===== src/rtl/assert_macros.svh =====
// ----------------------------------------------------------------------------
// assertion macros
// shared concurrent assertion forms for the nibble writer rtl
// ----------------------------------------------------------------------------
`ifndef ASSERT_MACROS_SVH
`define ASSERT_MACROS_SVH

// checked only while out of reset
`define ASSERT_RST(lbl, clk, rst_n, prop, msg) \
  lbl: assert property (@(posedge clk) disable iff (!rst_n) prop) else $error(msg);

// checked at every edge, reset included
`define ASSERT_ALWAYS(lbl, clk, prop, msg) \
  lbl: assert property (@(posedge clk) prop) else $error(msg);

`endif


===== src/rtl/clnw_pkg.sv =====
// ----------------------------------------------------------------------------
// clnw_pkg
// types, constants and digit helpers for the character lcd nibble writer
// ----------------------------------------------------------------------------
`default_nettype none

package clnw_pkg;

  typedef enum logic [2:0] {
    OP_CMD     = 3'd0,
    OP_DATA    = 3'd1,
    OP_NUMBER  = 3'd2,
    OP_CURSOR  = 3'd3,
    OP_DISPLAY = 3'd4,
    OP_ENTRY   = 3'd5
  } opcode_e;

  typedef enum logic {
    JOB_BYTE   = 1'b0,
    JOB_NUMBER = 1'b1
  } job_kind_e;

  typedef enum logic [2:0] {
    BK_IDLE     = 3'd0,
    BK_BYTE_HI  = 3'd1,
    BK_BYTE_LO  = 3'd2,
    BK_DIGIT_HI = 3'd3,
    BK_DIGIT_LO = 3'd4
  } bk_state_e;

  localparam logic [2:0] DISPLAY_RESET = 3'd4;
  localparam logic [1:0] ENTRY_RESET   = 2'd2;
  localparam logic [7:0] CMD_SET_DDRAM = 8'h80;
  localparam logic [7:0] ROW_OFFSET    = 8'h40;
  localparam logic [7:0] CMD_DISPLAY   = 8'h08;
  localparam logic [7:0] CMD_ENTRY     = 8'h04;
  localparam logic [7:0] ASCII_ZERO    = 8'h30;
  localparam logic [2:0] MAX_LEAD      = 3'd4;
  localparam logic [2:0] LAST_DIGIT    = 3'd4;

  // one queued unit of work for the back end
  typedef struct packed {
    job_kind_e   kind;
    logic        reg_select;
    logic [7:0]  byte_val;
    logic        adv;
    logic        set_cur;
    logic [5:0]  new_cur;
    logic [15:0] number;
    logic [2:0]  lead;
  } job_t;

  typedef struct packed {
    logic busy;
    logic load_last;
  } bk_status_t;

  function automatic logic [13:0] place_value(input logic [2:0] idx);
    logic [13:0] p;
    case (idx)
      3'd0:    p = 14'd10000;
      3'd1:    p = 14'd1000;
      3'd2:    p = 14'd100;
      3'd3:    p = 14'd10;
      default: p = 14'd1;
    endcase
    return p;
  endfunction

  // decimal digit of rem at place idx, rem known below ten places
  function automatic logic [3:0] digit_at(input logic [15:0] rem, input logic [2:0] idx);
    logic [3:0]  d;
    logic [16:0] p;
    p = {3'b000, place_value(idx)};
    d = 4'd0;
    for (int k = 1; k <= 9; k++) begin
      if ({1'b0, rem} >= 17'(17'(k) * p)) d = 4'(k);
    end
    return d;
  endfunction

endpackage

`default_nettype wire


===== src/rtl/clnw_if.sv =====
// ----------------------------------------------------------------------------
// clnw channels
// valid/ready channels for operation items and nibble transfers
// ----------------------------------------------------------------------------
`default_nettype none

interface clnw_in_if;
  logic        valid;
  logic        ready;
  logic [2:0]  opcode;
  logic [7:0]  byte_value;
  logic [15:0] number;
  logic [2:0]  lead_digits;
  logic [5:0]  column;
  logic [1:0]  row;
  logic [2:0]  bit_mask;
  logic        bit_set;

  modport source (
    output valid, opcode, byte_value, number, lead_digits, column, row, bit_mask,
           bit_set,
    input  ready
  );
  modport sink (
    input  valid, opcode, byte_value, number, lead_digits, column, row, bit_mask,
           bit_set,
    output ready
  );
endinterface

interface clnw_out_if;
  logic       valid;
  logic       ready;
  logic       reg_select;
  logic [3:0] nibble;
  logic       last;
  logic [7:0] cursor_pos;

  modport source (output valid, reg_select, nibble, last, cursor_pos, input ready);
  modport sink (input valid, reg_select, nibble, last, cursor_pos, output ready);
endinterface

`default_nettype wire


===== src/rtl/clnw_front.sv =====
// ----------------------------------------------------------------------------
// clnw_front
// accepts operations, keeps the mode flags and turns each defined opcode into a job
// ----------------------------------------------------------------------------
`default_nettype none

module clnw_front (
  input  wire logic      clk_i,
  input  wire logic      rst_ni,
  clnw_in_if.sink        in_i,
  input  wire logic      q_full_i,
  output clnw_pkg::job_t job_o,
  output logic           push_o
);

  logic [2:0] display_q, display_d;
  logic [1:0] entry_q, entry_d;
  logic       accept;
  logic       row_c;

  assign in_i.ready = !q_full_i;
  assign accept     = in_i.valid && in_i.ready;
  assign row_c      = in_i.row != 2'd0;

  always_comb begin
    display_d         = display_q;
    entry_d           = entry_q;
    push_o            = 1'b0;
    job_o.kind        = clnw_pkg::JOB_BYTE;
    job_o.reg_select  = 1'b0;
    job_o.byte_val    = in_i.byte_value;
    job_o.adv         = 1'b0;
    job_o.set_cur     = 1'b0;
    job_o.new_cur     = in_i.column;
    job_o.number      = in_i.number;
    job_o.lead        = (in_i.lead_digits > clnw_pkg::MAX_LEAD) ? clnw_pkg::MAX_LEAD
                                                                : in_i.lead_digits;
    case (clnw_pkg::opcode_e'(in_i.opcode))
      clnw_pkg::OP_CMD: begin
        push_o = accept;
      end
      clnw_pkg::OP_DATA: begin
        push_o           = accept;
        job_o.reg_select = 1'b1;
        job_o.adv        = 1'b1;
      end
      clnw_pkg::OP_NUMBER: begin
        push_o           = accept;
        job_o.kind       = clnw_pkg::JOB_NUMBER;
        job_o.reg_select = 1'b1;
      end
      clnw_pkg::OP_CURSOR: begin
        push_o         = accept;
        job_o.set_cur  = 1'b1;
        job_o.byte_val = clnw_pkg::CMD_SET_DDRAM | (row_c ? clnw_pkg::ROW_OFFSET : 8'h00)
                         | {2'b00, in_i.column};
      end
      clnw_pkg::OP_DISPLAY: begin
        push_o         = accept;
        display_d      = in_i.bit_set ? (display_q | in_i.bit_mask)
                                      : (display_q & ~in_i.bit_mask);
        job_o.byte_val = clnw_pkg::CMD_DISPLAY | {5'b00000, display_d};
        if (!accept) display_d = display_q;
      end
      clnw_pkg::OP_ENTRY: begin
        push_o         = accept;
        entry_d        = in_i.bit_set ? (entry_q | in_i.bit_mask[1:0])
                                      : (entry_q & ~in_i.bit_mask[1:0]);
        job_o.byte_val = clnw_pkg::CMD_ENTRY | {6'b000000, entry_d};
        if (!accept) entry_d = entry_q;
      end
      default: begin
        push_o = 1'b0;
      end
    endcase
  end

  always_ff @(posedge clk_i or negedge rst_ni) begin
    if (!rst_ni) begin
      display_q <= clnw_pkg::DISPLAY_RESET;
      entry_q   <= clnw_pkg::ENTRY_RESET;
    end else begin
      display_q <= display_d;
      entry_q   <= entry_d;
    end
  end

endmodule

`default_nettype wire


===== src/rtl/clnw_fifo.sv =====
// ----------------------------------------------------------------------------
// clnw_fifo
// two-entry job queue between front and back
// ----------------------------------------------------------------------------
`default_nettype none

module clnw_fifo (
  input  wire logic           clk_i,
  input  wire logic           rst_ni,
  input  wire logic           push_i,
  input  wire clnw_pkg::job_t job_i,
  output logic                full_o,
  input  wire logic           pop_i,
  output logic                valid_o,
  output clnw_pkg::job_t      job_o
);

  clnw_pkg::job_t mem_q [2];
  logic           wr_ptr_q, rd_ptr_q;
  logic [1:0]     count_q;

  assign full_o  = count_q == 2'd2;
  assign valid_o = count_q != 2'd0;
  assign job_o   = mem_q[rd_ptr_q];

  always_ff @(posedge clk_i) begin
    if (push_i) mem_q[wr_ptr_q] <= job_i;
  end

  always_ff @(posedge clk_i or negedge rst_ni) begin
    if (!rst_ni) begin
      wr_ptr_q <= 1'b0;
      rd_ptr_q <= 1'b0;
      count_q  <= 2'd0;
    end else begin
      if (push_i) wr_ptr_q <= !wr_ptr_q;
      if (pop_i) rd_ptr_q <= !rd_ptr_q;
      case ({push_i, pop_i})
        2'b10:   count_q <= count_q + 2'd1;
        2'b01:   count_q <= count_q - 2'd1;
        default: count_q <= count_q;
      endcase
    end
  end

endmodule

`default_nettype wire


===== src/rtl/clnw_back.sv =====
// ----------------------------------------------------------------------------
// clnw_back
// splits jobs into nibble transfers, prints numbers digit by digit
// ----------------------------------------------------------------------------
`default_nettype none

module clnw_back (
  input  wire logic            clk_i,
  input  wire logic            rst_ni,
  input  wire logic            q_valid_i,
  input  wire clnw_pkg::job_t  q_job_i,
  output logic                 pop_o,
  clnw_out_if.source           out_o,
  output clnw_pkg::bk_status_t stat_o
);

  clnw_pkg::bk_state_e state_q, state_d;
  clnw_pkg::job_t      job_q, job_d;
  logic [15:0]         rem_q, rem_d;
  logic [2:0]          idx_q, idx_d;
  logic                started_q, started_d;
  logic [7:0]          cursor_q, cursor_d;

  logic                out_valid_q;
  logic                out_rs_q, out_last_q;
  logic [3:0]          out_nib_q;
  logic [7:0]          out_cur_q;

  logic                load_ok, load, finish;
  logic                o_rs, o_last;
  logic [3:0]          o_nib;
  logic [7:0]          o_cur;
  logic [3:0]          digit;
  logic [7:0]          digit_char;
  logic [17:0]         digit_sub;
  logic                emit;

  assign load_ok    = !out_valid_q || out_o.ready;
  assign digit      = clnw_pkg::digit_at(rem_q, idx_q);
  assign digit_char = clnw_pkg::ASCII_ZERO + {4'b0000, digit};
  assign digit_sub  = {14'd0, digit} * {4'b0000, clnw_pkg::place_value(idx_q)};
  assign emit       = (digit != 4'd0) || started_q
                      || (({1'b0, idx_q} + {1'b0, job_q.lead}) >= {1'b0, clnw_pkg::LAST_DIGIT});

  always_comb begin
    state_d   = state_q;
    job_d     = job_q;
    rem_d     = rem_q;
    idx_d     = idx_q;
    started_d = started_q;
    cursor_d  = cursor_q;
    load      = 1'b0;
    finish    = 1'b0;
    pop_o     = 1'b0;
    o_rs      = job_q.reg_select;
    o_nib     = job_q.byte_val[7:4];
    o_last    = 1'b0;
    o_cur     = cursor_q;

    case (state_q)
      clnw_pkg::BK_IDLE: begin
        finish = 1'b1;
      end
      clnw_pkg::BK_BYTE_HI: begin
        if (load_ok) begin
          load    = 1'b1;
          state_d = clnw_pkg::BK_BYTE_LO;
        end
      end
      clnw_pkg::BK_BYTE_LO: begin
        if (load_ok) begin
          if (job_q.adv) cursor_d = cursor_q + 8'd1;
          if (job_q.set_cur) cursor_d = {2'b00, job_q.new_cur};
          load   = 1'b1;
          o_nib  = job_q.byte_val[3:0];
          o_last = 1'b1;
          o_cur  = cursor_d;
          finish = 1'b1;
        end
      end
      clnw_pkg::BK_DIGIT_HI: begin
        if (!emit) begin
          idx_d = idx_q + 3'd1;
        end else if (load_ok) begin
          load    = 1'b1;
          o_nib   = digit_char[7:4];
          state_d = clnw_pkg::BK_DIGIT_LO;
        end
      end
      clnw_pkg::BK_DIGIT_LO: begin
        if (load_ok) begin
          cursor_d  = cursor_q + 8'd1;
          rem_d     = rem_q - digit_sub[15:0];
          started_d = 1'b1;
          load      = 1'b1;
          o_nib     = digit_char[3:0];
          o_cur     = cursor_d;
          o_last    = idx_q == clnw_pkg::LAST_DIGIT;
          if (idx_q == clnw_pkg::LAST_DIGIT) begin
            finish = 1'b1;
          end else begin
            idx_d   = idx_q + 3'd1;
            state_d = clnw_pkg::BK_DIGIT_HI;
          end
        end
      end
      default: begin
        state_d = clnw_pkg::BK_IDLE;
      end
    endcase

    // pick up the next job as the current one ends
    if (finish) begin
      if (q_valid_i) begin
        pop_o     = 1'b1;
        job_d     = q_job_i;
        rem_d     = q_job_i.number;
        idx_d     = 3'd0;
        started_d = 1'b0;
        state_d   = (q_job_i.kind == clnw_pkg::JOB_NUMBER) ? clnw_pkg::BK_DIGIT_HI
                                                           : clnw_pkg::BK_BYTE_HI;
      end else begin
        state_d = clnw_pkg::BK_IDLE;
      end
    end
  end

  always_ff @(posedge clk_i or negedge rst_ni) begin
    if (!rst_ni) begin
      state_q     <= clnw_pkg::BK_IDLE;
      cursor_q    <= 8'd0;
      out_valid_q <= 1'b0;
    end else begin
      state_q  <= state_d;
      cursor_q <= cursor_d;
      if (load) out_valid_q <= 1'b1;
      else if (out_o.ready) out_valid_q <= 1'b0;
    end
  end

  always_ff @(posedge clk_i) begin
    job_q     <= job_d;
    rem_q     <= rem_d;
    idx_q     <= idx_d;
    started_q <= started_d;
    if (load) begin
      out_rs_q   <= o_rs;
      out_nib_q  <= o_nib;
      out_last_q <= o_last;
      out_cur_q  <= o_cur;
    end
  end

  assign out_o.valid      = out_valid_q;
  assign out_o.reg_select = out_rs_q;
  assign out_o.nibble     = out_nib_q;
  assign out_o.last       = out_last_q;
  assign out_o.cursor_pos = out_cur_q;

  assign stat_o.busy      = state_q != clnw_pkg::BK_IDLE;
  assign stat_o.load_last = load && o_last;

endmodule

`default_nettype wire


===== src/rtl/char_lcd_nibble_writer.sv =====
// ----------------------------------------------------------------------------
// char_lcd_nibble_writer: 4-bit bus writer for a character lcd
// first nibble: the job is queued, popped by the back end, then held in the registered output stage
// throughput: back end sends 1 nibble/cycle while the output is ready; a blanked leading zero sends none
// reset: async low; cursor 0, display flags 4, entry flags 2, queue empty
// ----------------------------------------------------------------------------
`default_nettype none
`include "assert_macros.svh"

module char_lcd_nibble_writer (
  input  wire logic  clk_i,
  input  wire logic  rst_ni,
  clnw_in_if.sink    in_i,
  clnw_out_if.source out_o
);

  // front end: classifies operations, owns display and entry flags
  clnw_pkg::job_t      fe_job;
  logic                fe_push;

  // queue status and head
  logic                q_full;
  logic                q_valid;
  logic                q_pop;
  clnw_pkg::job_t      q_job;

  // back end status, used for checking
  clnw_pkg::bk_status_t bk_stat;

  clnw_front u_front (
    .clk_i    (clk_i),
    .rst_ni   (rst_ni),
    .in_i     (in_i),
    .q_full_i (q_full),
    .job_o    (fe_job),
    .push_o   (fe_push)
  );

  // short queue lets the front keep taking transactions while the back stalls
  clnw_fifo u_fifo (
    .clk_i   (clk_i),
    .rst_ni  (rst_ni),
    .push_i  (fe_push),
    .job_i   (fe_job),
    .full_o  (q_full),
    .pop_i   (q_pop),
    .valid_o (q_valid),
    .job_o   (q_job)
  );

  // back end: nibble sequencing, digit extraction, cursor tracking,
  // registered output stage
  clnw_back u_back (
    .clk_i     (clk_i),
    .rst_ni    (rst_ni),
    .q_valid_i (q_valid),
    .q_job_i   (q_job),
    .pop_o     (q_pop),
    .out_o     (out_o),
    .stat_o    (bk_stat)
  );

  // unused opcodes are consumed without queueing work
  `ASSERT_RST(a_unused_op_no_push, clk_i, rst_ni,
              (in_i.valid && in_i.ready && in_i.opcode > clnw_pkg::OP_ENTRY) |-> !fe_push,
              "unused opcode queued a job")

  // back end never pops an empty queue
  `ASSERT_ALWAYS(a_pop_nonempty, clk_i, q_pop |-> q_valid, "pop from empty queue")

  // back end only goes idle right after loading a final nibble
  `ASSERT_RST(a_idle_after_last, clk_i, rst_ni,
              $fell(bk_stat.busy) |-> $past(bk_stat.load_last),
              "back end idled without final nibble")

endmodule

`default_nettype wire


===== src/flat_wrapper.sv =====
// flat-port wrapper written by rule: the top's interface ports become plain ports
module char_lcd_nibble_writer_flat 
  (clk_i, rst_ni, in_i_valid, in_i_opcode, in_i_byte_value, in_i_number, in_i_lead_digits, in_i_column, in_i_row, in_i_bit_mask, in_i_bit_set, in_i_ready, out_o_valid, out_o_reg_select, out_o_nibble, out_o_last, out_o_cursor_pos, out_o_ready);
  clnw_in_if in_i_i ();
  clnw_out_if out_o_i ();
  input  wire logic clk_i;
  input  wire logic rst_ni;
  input wire logic [$bits(in_i_i.valid)-1:0] in_i_valid;
  input wire logic [$bits(in_i_i.opcode)-1:0] in_i_opcode;
  input wire logic [$bits(in_i_i.byte_value)-1:0] in_i_byte_value;
  input wire logic [$bits(in_i_i.number)-1:0] in_i_number;
  input wire logic [$bits(in_i_i.lead_digits)-1:0] in_i_lead_digits;
  input wire logic [$bits(in_i_i.column)-1:0] in_i_column;
  input wire logic [$bits(in_i_i.row)-1:0] in_i_row;
  input wire logic [$bits(in_i_i.bit_mask)-1:0] in_i_bit_mask;
  input wire logic [$bits(in_i_i.bit_set)-1:0] in_i_bit_set;
  output wire logic [$bits(in_i_i.ready)-1:0] in_i_ready;
  output wire logic [$bits(out_o_i.valid)-1:0] out_o_valid;
  output wire logic [$bits(out_o_i.reg_select)-1:0] out_o_reg_select;
  output wire logic [$bits(out_o_i.nibble)-1:0] out_o_nibble;
  output wire logic [$bits(out_o_i.last)-1:0] out_o_last;
  output wire logic [$bits(out_o_i.cursor_pos)-1:0] out_o_cursor_pos;
  input wire logic [$bits(out_o_i.ready)-1:0] out_o_ready;
  assign in_i_i.valid = in_i_valid;
  assign in_i_i.opcode = in_i_opcode;
  assign in_i_i.byte_value = in_i_byte_value;
  assign in_i_i.number = in_i_number;
  assign in_i_i.lead_digits = in_i_lead_digits;
  assign in_i_i.column = in_i_column;
  assign in_i_i.row = in_i_row;
  assign in_i_i.bit_mask = in_i_bit_mask;
  assign in_i_i.bit_set = in_i_bit_set;
  assign in_i_ready = in_i_i.ready;
  assign out_o_valid = out_o_i.valid;
  assign out_o_reg_select = out_o_i.reg_select;
  assign out_o_nibble = out_o_i.nibble;
  assign out_o_last = out_o_i.last;
  assign out_o_cursor_pos = out_o_i.cursor_pos;
  assign out_o_i.ready = out_o_ready;
  char_lcd_nibble_writer u_core (.clk_i(clk_i), .rst_ni(rst_ni), .in_i(in_i_i), .out_o(out_o_i));
endmodule

===== config.mk =====
export PLATFORM = sky130hd
export DESIGN_NAME = char_lcd_nibble_writer_flat
export DESIGN_NICKNAME = d
export VERILOG_FILES = /design/src/rtl/clnw_pkg.sv /design/src/rtl/clnw_if.sv /design/src/rtl/clnw_front.sv /design/src/rtl/clnw_fifo.sv /design/src/rtl/clnw_back.sv /design/src/rtl/char_lcd_nibble_writer.sv /design/src/flat_wrapper.sv
export VERILOG_INCLUDE_DIRS = /design/src /design/src/rtl
export SDC_FILE = /design/constraint.sdc
export NUM_CORES = 1
export LEC_CHECK = 0
export BUFFER_PORTS_ARGS = -buffer_cell sky130_fd_sc_hd__buf_2
export CORE_MARGIN = 2
export CORE_UTILIZATION = 60
export DETAILED_ROUTE_END_ITERATION = 12
export PLACE_DENSITY = 0.78
export SETUP_SLACK_MARGIN = 0.4
export SLEW_MARGIN = 15
export SYNTH_ARGS = -nofsm -noshare
export SYNTH_HDL_FRONTEND = slang
export SYNTH_SLANG_ARGS = --single-unit

===== constraint.sdc =====
create_clock -name clk_i -period 13.5 [get_ports clk_i]
set_input_delay 4.05 -clock clk_i [delete_from_list [all_inputs] [get_ports clk_i]]
set_output_delay 4.05 -clock clk_i [all_outputs]
set_load 0.005 [all_outputs]

==> qor.csv <==
metric,value,unit
worstSetupStartpoint,u_core.u_back.idx_q[0],
grt_max_degree,46,
drv_cap,0,
grtUsageTotal,0.290,
ys_ff_latch,149,
first_iter_violations,889,
drtPass1Iterations,8,
seq_area,4170,sq um
end_kind,flip-flop,
rr_worst_depth,47,
finClkSkew,0.0126,ns
hold_viol,0,
yosysSeqAreaShare,0.342,
grt_first_pass_wirelength,49200,um
outcome,completed,
core,20100,sq um
critPathKind,reg -> reg,
diodes,0,
syn_area_per_cell,9.90,sq um
io_pins,62,
clock_latency,0.43,ns
r2r-end,u_core.u_back.rem_q[15],
fmax,83.7,MHz
synth_edf_count,108,
crit_fanout,22,
ant_nets,0,
reg2reg_slack,1.55,ns
fin_crit_sh,0.885,
synthTopCellsByArea,"edfxtp_1 (27%), ha_1 (17%), fa_1 (6.6%)",
via_count,9626,
finalCriticalPeriod,11.95,ns
place.port_buffers,61,
clkTransAtPathRegs,0.07,ns
totalWireLength,30300,um
synth_area_leader_cell,edfxtp_1,
cts_hold_buf,0,
hp-class,reg -> reg,
yosys_warnings,0,
dieArea,21500,sq um
n_fill_cell,1549,
place_inst,1542,
worst_slew_pin_slew,1.20,ns
numCtsBuffers,17,
drv_slew,0,
drive_gt1_frac,0.119,
post-route-drc-count,0,
slew_headroom,0.198,
instances_no_fill,1574,
htreeDepth,4,
syn_inst,1232,
r2r-start,u_core.u_back.idx_q[0],
rsz0062_at_grt,no,
synthArstFlopShare,0.141,
tritoncts,built,
slowest_delay,0.85,ns
num_rows,52,
multiInputGateArea,7370,sq um
worstPathArrival,12.29,ns
layout_commonest_cell,ha_1,
yosysTopAreaCellShare,0.266,
grt_overflow,0,
grt_pass1_vias,9650,
initial_core_util,0.607,
required,13.83,ns
ys.flop_type,edfxtp_1,
setup_viol,0,
synth_area,12200,sq um
totalNegativeSetupSlack,0,ns
clock-root-buffer,clkbuf_16,
antenna_found_initial,0,
most-common-layout-cells,"ha_1 (170), inv_1 (137), edfxtp_1 (108)",
vias_per_cell,6.12,
cp_slowest_cell,a2111oi_0,
startpoint_type,flip-flop,
postCtsSetupRepairBufs,0,
routabilityCongestion,0.982,
crit_path_end,u_core.u_back.rem_q[15],
wire_per_inst,19.2,um
die_h,147,um
yosys.cell_types.count,79,
die_w,147,um
dp_hpwl,23300,um
crit_top_cell,inv_1,
cts-resized-gates,0,
finalNetCount,1547,
cts.sinks,149,
hold_start,u_core.u_back.o_rs,
clockBufferDepth,2,
area_delta_synth_final,9.79,%
-- metrics by stage --
stage          cell area (sq um)  utilization  hold WS (ns)  setup slack (ns)
6_report                   13400        0.666         0.458              1.55
5_1_grt                    13400        0.666         0.461             0.663
4_1_cts                    13400        0.666         0.457              1.79
3_5_place_dp               12800        0.635         0.447              1.86
3_3_place_gp               12800        0.635         0.403              2.28
2_1_floorplan              12200            -         0.400              2.40
-- layer usage --
metal / track usage / wire length (um)
met1: 0.396 / 13100
met5: 0 / 0
met2: 0.474 / 14300
met3: 0.0403 / 1930
met4: 0.105 / 884
-- worst min path at each step --
stage | to | slack (ns) | cells after the start
6_report | u_core.u_back.out_o.reg_select | 0.46 | 0
4_1_cts | u_core.u_back.out_o.reg_select | 0.46 | 0
5_1_grt | u_core.u_back.out_o.reg_select | 0.46 | 0
3_5_place_dp | u_core.u_back.out_o.reg_select | 0.45 | 0
2_1_floorplan | u_core.u_back.out_o.reg_select | 0.40 | 0
3_3_place_gp | u_core.u_back.out_o.reg_select | 0.40 | 0
-- synth_stat cells, types with 6 or more instances --
cell      number
o21ai_0       67
nand2b_1      12
o21a_1        10
o21ai_1        6
xor2_1        16
and3_1         9
dfxtp_1       20
a21o_1        23
a22oi_1        9
a21oi_1       80
ha_1         170
o211ai_1       9
fa_1          40
mux2i_1       19
dfrtp_1       19
nand2_1       96
nor4_1         7
edfxtp_1     108
clkbuf_1      23
xnor2_1       38
mux2_2        26
a211oi_1      14
nor2_1        69
and2_1         6
a22o_1         8
o31ai_1        7
nand3_1       26
a31oi_1       12
nor3_1        17
o21bai_1       6
nand4_1       12
inv_1        137
nor2b_1       20
-- registers in the layout, indices dropped and copies added (netlist names), 3 cells and up --
register and flops:
u_core.u_back.cursor_q 8, u_core.u_back.idx_q 3, u_core.u_back.job_q 19, u_core.u_back.out_o.cursor_pos 8, u_core.u_back.out_o.nibble 4, u_core.u_back.rem_q 16
u_core.u_back.state_q 3, u_core.u_fifo.mem_q 74, u_core.u_front.display_q 3
-- cell families (layout without fill, tap and decap cells) --
family | after synthesis | count (layout) | synth area share
flops | 149 | 149 | 0.342
fa+ha+maj | 210 | 210 | 0.240
compound gates | 304 | 304 | 0.165
simple gates | 298 | 298 | 0.118
buf+inv | 170 | 241 | 0.0556
xor+xnor | 54 | 54 | 0.0388
other cells | 2 | 3 | 0.000616
mux | 45 | 45 | 0.0396
-- cell type report --
class	count	area share
Clock buffer	17	0.0318
Inverter	140	0.0392
Tap cell	270	0.0252
Timing Repair Buffer	69	0.0273
Sequential cell	149	0.312
Multi-Input combinational cell	914	0.550
Clock inverter	15	0.0148
-- worst max-delay path: cells and delay by family, from the launching register on --
family	cells	cell delay (ns)
buffers and inverters	8	1.26
flip-flops	1	0.40
XOR/XNOR	1	0.17
AND/OR/NAND/NOR	14	2.90
adder cells (fa/ha/maj)	8	3.13
AO/OA/AOI/OAI	16	3.96
Power is left out: the tool's default activity adds up to more than one toggle a clock period on the data nets, which glitch-free logic cannot reach.
